### src/rtl/security_association_table_assert.svh
// Assertion macros for the security association table.
`ifndef SECURITY_ASSOCIATION_TABLE_ASSERT_SVH
`define SECURITY_ASSOCIATION_TABLE_ASSERT_SVH

`ifndef NO_ASSERTIONS

`define SAT_ASSERT_NOW(lbl, clk_s, rst_s, ante, cons) \
  lbl: assert property (@(posedge clk_s) disable iff (rst_s) (ante) |-> (cons)) \
    else $error("sat assertion failed");

`define SAT_ASSERT_NEXT(lbl, clk_s, rst_s, ante, cons) \
  lbl: assert property (@(posedge clk_s) disable iff (rst_s) (ante) |=> (cons)) \
    else $error("sat assertion failed");

`else

`define SAT_ASSERT_NOW(lbl, clk_s, rst_s, ante, cons)

`define SAT_ASSERT_NEXT(lbl, clk_s, rst_s, ante, cons)

`endif

`endif

### src/rtl/sat_pkg.sv
package sat_pkg;

  localparam int NUM_ENTRIES = 64;
  localparam int IDX_W       = $clog2(NUM_ENTRIES);
  localparam int SPI_W       = 16;

  localparam logic [0:0] CFG_UNIQUE_PER_MAP  = 1'd0;
  localparam logic [0:0] CFG_SEGMENT_HEADERS = 1'd1;

  localparam logic [3:0] STAT_OK        = 4'd0;
  localparam logic [3:0] STAT_BAD_SPI   = 4'd1;
  localparam logic [3:0] STAT_WRONG     = 4'd2;
  localparam logic [3:0] STAT_NO_MATCH  = 4'd3;
  localparam logic [3:0] STAT_TFVN      = 4'd4;
  localparam logic [3:0] STAT_SCID      = 4'd5;
  localparam logic [3:0] STAT_VCID      = 4'd6;
  localparam logic [3:0] STAT_MAPID     = 4'd7;
  localparam logic [3:0] STAT_NOT_OPER  = 4'd8;

  typedef enum logic [2:0] {
    MODE_CREATE = 3'd0,
    MODE_REKEY  = 3'd1,
    MODE_START  = 3'd2,
    MODE_STOP   = 3'd3,
    MODE_EXPIRE = 3'd4,
    MODE_DELETE = 3'd5,
    MODE_LOOKUP = 3'd6,
    MODE_STATUS = 3'd7
  } mode_t;

  typedef enum logic [1:0] {
    SA_NONE   = 2'd0,
    SA_NOKEY  = 2'd1,
    SA_HASKEY = 2'd2,
    SA_OPER   = 2'd3
  } sa_state_t;

  typedef enum logic [1:0] {
    FSM_IDLE = 2'd0,
    FSM_SCAN = 2'd1,
    FSM_HOLD = 2'd2
  } fsm_t;

  typedef struct packed {
    sa_state_t   state;
    logic        enc;
    logic        auth;
    logic [15:0] key;
    logic [1:0]  tfvn;
    logic [9:0]  scid;
    logic [5:0]  vcid;
    logic [5:0]  mapid;
    logic [7:0]  lpid;
  } entry_t;

  typedef struct packed {
    mode_t            mode;
    logic [SPI_W-1:0] spi;
    logic [1:0]       tfvn;
    logic [9:0]       scid;
    logic [5:0]       vcid;
    logic [5:0]       mapid;
    logic [7:0]       pdu;
    logic             enc;
    logic             auth;
    logic [15:0]      key;
  } req_t;

  typedef struct packed {
    logic unique_per_map;
    logic segment_headers;
  } cfg_t;

  typedef struct packed {
    logic             hit;
    logic [3:0]       code;
    logic [IDX_W-1:0] idx;
    logic [7:0]       lpid;
    sa_state_t        state;
    logic [15:0]      key;
    logic             enc;
    logic             auth;
  } res_t;

  localparam res_t RES_INIT = '{hit: 1'b0, code: STAT_NO_MATCH, idx: '0, lpid: '0,
                                state: SA_NONE, key: '0, enc: 1'b0, auth: 1'b0};

  function automatic sa_state_t need_state(mode_t m);
    sa_state_t s;
    case (m)
      MODE_CREATE: s = SA_NONE;
      MODE_REKEY:  s = SA_NOKEY;
      MODE_START:  s = SA_HASKEY;
      MODE_STOP:   s = SA_OPER;
      MODE_EXPIRE: s = SA_HASKEY;
      default:     s = SA_NOKEY;
    endcase
    return s;
  endfunction

  function automatic sa_state_t next_state(mode_t m);
    sa_state_t s;
    case (m)
      MODE_CREATE: s = SA_NOKEY;
      MODE_REKEY:  s = SA_HASKEY;
      MODE_START:  s = SA_OPER;
      MODE_STOP:   s = SA_HASKEY;
      MODE_EXPIRE: s = SA_NOKEY;
      default:     s = SA_NONE;
    endcase
    return s;
  endfunction

endpackage

### src/rtl/sat_cell.sv
module sat_cell
  import sat_pkg::*;
(
  input  logic             clk,
  input  logic             rst,
  input  logic [IDX_W-1:0] idx,
  input  cfg_t             cfg,
  input  req_t             req,
  input  logic             tok_in,
  input  res_t             res_in,
  output logic             tok_out,
  output res_t             res_out
);

  entry_t ent;
  entry_t ent_next;
  res_t   res_next;
  logic   t, s, v, m, o;

  function automatic res_t fill(res_t r, entry_t e);
    res_t x;
    x       = r;
    x.lpid  = e.lpid;
    x.state = e.state;
    x.key   = e.key;
    x.enc   = e.enc;
    x.auth  = e.auth;
    return x;
  endfunction

  always_comb begin
    ent_next = ent;
    res_next = res_in;
    t = (ent.tfvn == req.tfvn);
    s = (ent.scid == req.scid);
    v = (ent.vcid == req.vcid);
    m = (ent.mapid == req.mapid);
    o = (ent.state == SA_OPER);
    if (req.mode == MODE_LOOKUP) begin
      if (!res_in.hit) begin
        if (o && t && s && v && (!cfg.unique_per_map || m)) begin
          res_next      = fill(res_in, ent);
          res_next.hit  = 1'b1;
          res_next.code = STAT_OK;
          res_next.idx  = idx;
        end else if (!t && s && v && m && o) begin
          res_next.code = STAT_TFVN;
        end else if (t && !s && v && m && o) begin
          res_next.code = STAT_SCID;
        end else if (t && s && !v && m && o) begin
          res_next.code = STAT_VCID;
        end else if (t && s && v && !m && o) begin
          res_next.code = STAT_MAPID;
        end else if (t && s && v && m && !o) begin
          res_next.code = STAT_NOT_OPER;
        end
      end
    end else if (req.spi == SPI_W'(idx)) begin
      if (req.mode != MODE_STATUS) begin
        ent_next.lpid = req.pdu;
        if (ent.state == need_state(req.mode)) begin
          ent_next.state = next_state(req.mode);
          case (req.mode)
            MODE_CREATE: begin
              ent_next.enc  = req.enc;
              ent_next.auth = req.auth;
            end
            MODE_REKEY: begin
              ent_next.key = req.key;
            end
            MODE_START: begin
              ent_next.tfvn  = req.tfvn;
              ent_next.scid  = req.scid;
              ent_next.vcid  = req.vcid;
              ent_next.mapid = cfg.segment_headers ? req.mapid : 6'd0;
            end
            MODE_STOP: begin
              ent_next.tfvn  = '0;
              ent_next.scid  = '0;
              ent_next.vcid  = '0;
              ent_next.mapid = '0;
            end
            default: begin
            end
          endcase
        end
      end
      res_next      = fill(res_in, ent_next);
      res_next.hit  = 1'b1;
      res_next.idx  = idx;
      res_next.code = (req.mode == MODE_STATUS || ent.state == need_state(req.mode))
                      ? STAT_OK : STAT_WRONG;
    end
  end

  always_ff @(posedge clk) begin
    if (rst) begin
      ent     <= '{state: SA_NONE, enc: 1'b0, auth: 1'b0, key: 16'(idx),
                   tfvn: 2'd0, scid: 10'd0, vcid: 6'd0, mapid: 6'd0, lpid: 8'd0};
      tok_out <= 1'b0;
    end else begin
      if (tok_in) begin
        ent <= ent_next;
      end
      tok_out <= tok_in;
    end
  end

  always_ff @(posedge clk) begin
    res_out <= res_next;
  end

endmodule

### config.mk
export PLATFORM = sky130hd
export DESIGN_NAME = sat_cell
export DESIGN_NICKNAME = d
export VERILOG_FILES = /design/src/rtl/security_association_table_assert.svh /design/src/rtl/sat_pkg.sv /design/src/rtl/sat_cell.sv
export SDC_FILE = /design/constraint.sdc
export NUM_CORES = 1
export LEC_CHECK = 0
export ABC_AREA = 1
export BUFFER_PORTS_ARGS = -buffer_cell sky130_fd_sc_hd__buf_2
export CAP_MARGIN = 20
export CORE_MARGIN = 2
export CORE_UTILIZATION = 35
export CTS_CLUSTER_DIAMETER = 80
export CTS_CLUSTER_SIZE = 24
export DETAILED_ROUTE_END_ITERATION = 6
export PLACE_DENSITY = 0.71
export SLEW_MARGIN = 25
export SYNTH_ARGS = -nofsm -noshare
export SYNTH_HDL_FRONTEND = slang
export SYNTH_SLANG_ARGS = --single-unit
### constraint.sdc
create_clock -name clk -period 1.6 [get_ports clk]
set_input_delay 0.16 -clock clk [delete_from_list [all_inputs] [get_ports clk]]
set_output_delay 0.16 -clock clk [all_outputs]
set_load 0.01 [all_outputs]
# ---- Word-level counts from Yosys, hierarchy flattened
# Index checks and enable logic that the tools add are counted.
dict set report word_totals {
  rom_bits 0
  output_inout_bits 40
  ramBits 0
  word_cells 104
  latchBits 0
  ff_bits 92
  input_bits 119
  mem_count 0
}
dict set report op_classes {
  shifts 0
  div_mod_pow 0
  muxes 29
  eq_ne 16
  order_cmp 0
  n_addsub 0
  n_bitwise 1
  multipliers 0
  n_reduce_logical 39
}
# operator n
set op_table {}
lappend op_table {{$mux 38} 4}
lappend op_table {{$mux 39} 3}
lappend op_table {{$mux 52} 1}
lappend op_table {{$pmux 24 s2} 1}
lappend op_table {{$mux 44} 1}
lappend op_table {{$mux 34} 1}
lappend op_table {{$mux 4} 6}
lappend op_table {{$logic_and 1x1->1} 21}
lappend op_table {{$eq 16x6->1} 1}
lappend op_table {{$mux 16} 1}
lappend op_table {{$mux 2} 7}
lappend op_table {{$eq 6x6->1} 2}
lappend op_table {{$pmux 2 s3} 2}
lappend op_table {{$eq 10x10->1} 1}
lappend op_table {{$eq 3x3->1 const B} 3}
lappend op_table {{$eq 2x2->1} 3}
lappend op_table {{$eq 3x2->1 const B} 2}
lappend op_table {{$logic_not 1->1} 6}
lappend op_table {{$mux 6} 1}
lappend op_table {{$reduce_and 3->1} 2}
lappend op_table {{$reduce_and 6->1} 1}
lappend op_table {{$reduce_bool 2->1} 3}
lappend op_table {{$reduce_or 2->1} 3}
lappend op_table {{$eq 3x1->1 const B} 1}
lappend op_table {{other kinds (7)} 8}

# ---- Logic depth before layout (Yosys ltp)
dict set report logic_depth {
  depth_word 13
  depth_mapped 15
  ltp_nobuf 15
}

# ---- Worst setup path after synthesis
# OpenSTA, ideal clock, no wires.
dict set report synth_path {
  path_kind {input to register}
  from {input port req[59] (netlist bit)}
  to {register ent[32] (netlist bit), enable pin}
  t_required_ps 1295
  path_slack_ps -84
  arrival_ps 1379
  setup_ps 305
  path_buffers 1
  stages 8
  cell_sequence {nor4_1 -> nand3_1 -> nor2_1 -> nand2_2 -> nor2_8 -> inv_2 -> o21ai_2 -> buf_4}
}
dict set report synth_between {
  elab_chain_cells 3
}
# item line_no
set synth_lines {}
lappend synth_lines {{from (decl)} sat_cell.sv:8} ;# input req_t req,
lappend synth_lines {{$eq 16x6->1} sat_cell.sv:58} ;# end else if (req.spi == SPI_W'(idx)) begin
lappend synth_lines {{$reduce_bool 2->1 (no line)} n/a}
lappend synth_lines {{$reduce_and 3->1 (no line)} n/a}
lappend synth_lines {{to (signal assigned)} sat_cell.sv:98} ;# ent <= '{state: SA_NONE, enc: 1'b0, auth: 1'b0, key: 16'(idx),
lappend synth_lines {{to (signal assigned)} sat_cell.sv:103} ;# ent <= ent_next;
lappend synth_lines {{to (decl)} sat_cell.sv:15} ;# entry_t ent;
# Every way passes these cells.
# A chain may end at the register's enable or synchronous reset.

==> impl_metrics.env <==
export IMPL_status="finished, violations left"
export IMPL_violations="negative setup slack"
export IMPL_io_buffers=158
export IMPL_worstMarginPinSlew_ns=0.4273
export IMPL_synth_most_common_cell="nand2_1"
export IMPL_rsz0062_at_grt="yes"
export IMPL_whs_endpoint="res_out[25]"
export IMPL_htree_levels=3
export IMPL_cts_sinks=92
export IMPL_drt_wl_total_mm=16.69
export IMPL_synth_area_leaders="dfxtp_1 34%, nand2_1 14%, inv_1 12%, nor2_1 6.6%, o21ai_0 5.7%"
export IMPL_io_pins=159
export IMPL_dp_cells=1195
export IMPL_cts_tree="yes"
export IMPL_min_path_cells=3
export IMPL_die_y_um=124.6
export IMPL_drtIter0Drc=372
export IMPL_hold_violations=0
export IMPL_clock_latency_ns=0.35
export IMPL_synth_top_cells_by_count="192 x nand2_1, 156 x inv_1, 90 x nor2_1, 86 x dfxtp_1, 58 x o21ai_0"
export IMPL_ant_nets=0
export IMPL_finalSetupViolCount=38
export IMPL_rows=44
export IMPL_ir_drop_mv=0.4521
export IMPL_min_from="res_in[25]"
export IMPL_ys_seq_area_share_pct=37.36
export IMPL_worstReg2RegEnd="res_out[7]"
export IMPL_holdWs_ns=0.01846
export IMPL_max_stage_delay_ns=0.33
export IMPL_design_area_sq_um=7701
export IMPL_grt_pass1_vias=5186
export IMPL_viasPerCell=4.787
export IMPL_ys_warn_count=0
export IMPL_design_core_area_sq_um=14370
export IMPL_syn_avg_cell_area_sq_um=6.372
export IMPL_grt_usage_pct=19.33
export IMPL_drt_pre_antenna_iters=5
export IMPL_yosysTopAreaCellShare_pct=33.82
export IMPL_final_cells=1231
export IMPL_async_reset_ff_share_pct=0
export IMPL_layout_drive_gt1_share_pct=38.28
export IMPL_synth_fp_nets=918
export IMPL_fin_crit_sh_pct=123.7
export IMPL_critical_path_class="reg2reg"
export IMPL_crit_arrival_ns=2.21
export IMPL_dpl_cell_area_sq_um=6710
export IMPL_yosysTopAreaCell="dfxtp_1"
export IMPL_maxCapViolCount=0
export IMPL_synth_cell_types=35
export IMPL_worstPathCellList="inv_1, nand2_1, nand2_1, nor2_1, nand2_2, nor2_4, nand2_2, buf_6, nor3_4, nand3_4, clkbuf_16, o21ai_1, nand2_1"
export IMPL_critPathRequiredTime_ns=1.83
export IMPL_dp_hpwl_mm=11.02
export IMPL_initial_utilization_pct=35.43
export IMPL_synth_area_sq_um=5091
export IMPL_setup_ws_ns=-0.3793
export IMPL_dieArea_sq_um=15530
export IMPL_clkTransAtPathRegs_ns=0.07
export IMPL_drc=0
export IMPL_cp_max_fo=18
export IMPL_cpMostUsedCell="nand2_1"
export IMPL_ys_flop_type="dfxtp_1"
export IMPL_nets=1159
export IMPL_clock_root_buffer="clkbuf_16"
export IMPL_slew_viol_final=0
export IMPL_reg2regPathDepth=13
export IMPL_wl_per_cell_um=13.56
export IMPL_period_minus_slack_ns=1.979
export IMPL_clockBufferDepth=2
export IMPL_antenna_found_initial=2
export IMPL_start_kind="register"
export IMPL_overflow=0
export IMPL_synth_edff_count=6
export IMPL_max_freq_mhz=505.2
export IMPL_hp_class="in2reg"
export IMPL_critPathCaptureType="register"
export IMPL_cts_buffers=9
export IMPL_clock_skew_final_ns=0.008919
export IMPL_relSlewSlack_pct=71.48
export IMPL_cts_hold_buf=0
export IMPL_p_leak_nw=3.896
export IMPL_critPathSlowestCell="dfxtp_2"
export IMPL_grt_start_max_net_pins=49
export IMPL_postSynthCellCount=799
export IMPL_rr_startpoint="ent[16]"
export IMPL_r2r_setup_slack_ns=-0.38
export IMPL_via_count=5893
export IMPL_gp_congestion=0.8756
export IMPL_die_w_um=124.6
export IMPL_grt_pass1_wl_mm=24.46
export IMPL_synthToLayoutAreaGrowth_pct=51.27
export IMPL_fillers=1323
export IMPL_power_density_nw_per_um2=691.5
export IMPL_synth_seq_cells=92
==> cells by family (layout without fill, tap and decap cells) <==
group	after synthesis	in the layout	share of synthesized area [%]
simple gates	343	343	28.53
buf+inv	192	438	15.14
compound gates	168	168	18.14
flops	92	92	37.36
xor+xnor	4	4	0.8358
other cells	0	2	0
==> state kept, by name, indices dropped and copies added (netlist names) <==
| register | cells |
|---|---|
| ent | 52 |
| res_out | 39 |
| tok_out | 1 |
==> timing repair <==
item,in CTS,in global routing
setup buffers,2,6
pin swaps,3,35
gates resized for setup,23,131
endpoints found under the setup margin,36,77
gates cloned,0,10
==> placed cells by master (no fill, tap or decap), types with 17 or more instances in the layout <==
cell       instances
nand2_1          169
buf_2            158
inv_1            144
buf_4             78
nor2_1            76
dfxtp_1           75
o21ai_1           39
a21oi_1           38
o21ai_0           30
o22ai_1           26
nand3_1           20
nand2_2           19
clkbuf_16         17
==> stage by stage <==
| step | utilization (%) | TNS, ns | total power, mW | setup slack (ns) |
|---|---|---|---|---|
| CTS | 48.96 | -4.616 | 5.272 | -0.1733 |
| global placement | 46.70 | -11.91 | 3.227 | -0.2021 |
| finish | 53.60 | -7.120 | 5.325 | -0.3793 |
| detailed placement | 46.70 | -14.28 | 3.239 | -0.2251 |
| global route | 53.58 | -11.99 | 5.566 | -0.4348 |
| floorplan | - | -0.2169 | 2.833 | -0.03373 |
==> worst max-delay path by stage <==
stage	end	cells after the start	slack, ns	start
after floorplan	ent[32]	8	-0.03	req[59]
after global placement	res_out[35]	9	-0.20	req[63]
after detailed placement	ent[0]	10	-0.23	req[63]
after CTS	res_out[20]	15	-0.17	ent[27]
after global routing	res_out[7]	14	-0.43	ent[16]
final	res_out[7]	13	-0.38	ent[16]
==> layer usage <==
metal / GRT usage (%) / wire (um) / vias up
met2: 31.95 / 8005 / 204
met5: 0 / 0 / -
met1: 24.61 / 7279 / 2677
met3: 4.596 / 1005 / 33
met4: 6.874 / 404 / 0
li1: - / - / 2979
==> critical path, delay by kind of cell (launching register included) <==
kind / cells / cell delay, ns
flops: 1 / 0.33
compound gates: 1 / 0.21
simple gates: 9 / 0.93
buf+inv: 3 / 0.40
==> area by class of cell <==
| cell class | instances | area [sq um] | area share [%] |
|---|---|---|---|
| Antenna cell | 2 | 5.005 | 0.06499 |
| Multi-Input combinational cell | 515 | 2820 | 36.62 |
| Sequential cell | 92 | 1916 | 24.87 |
| Clock inverter | 6 | 47.55 | 0.6174 |
| Tap cell | 184 | 230.2 | 2.989 |
| Clock buffer | 10 | 229.0 | 2.973 |
| Inverter | 159 | 601.8 | 7.815 |
| Timing Repair Buffer | 263 | 1852 | 24.05 |
==> report_power, final <==
| group | switching, mW | leakage (nW) | total [mW] | internal [mW] |
|---|---|---|---|---|
| registers | 0.0300 | 0.771 | 2.42 | 2.39 |
| clock network | 0.971 | 0.133 | 2.04 | 1.07 |
| logic | 0.468 | 2.99 | 0.862 | 0.395 |
| total | 1.47 | 3.90 | 5.33 | 3.86 |
Power figures use the tool's default switching activity.
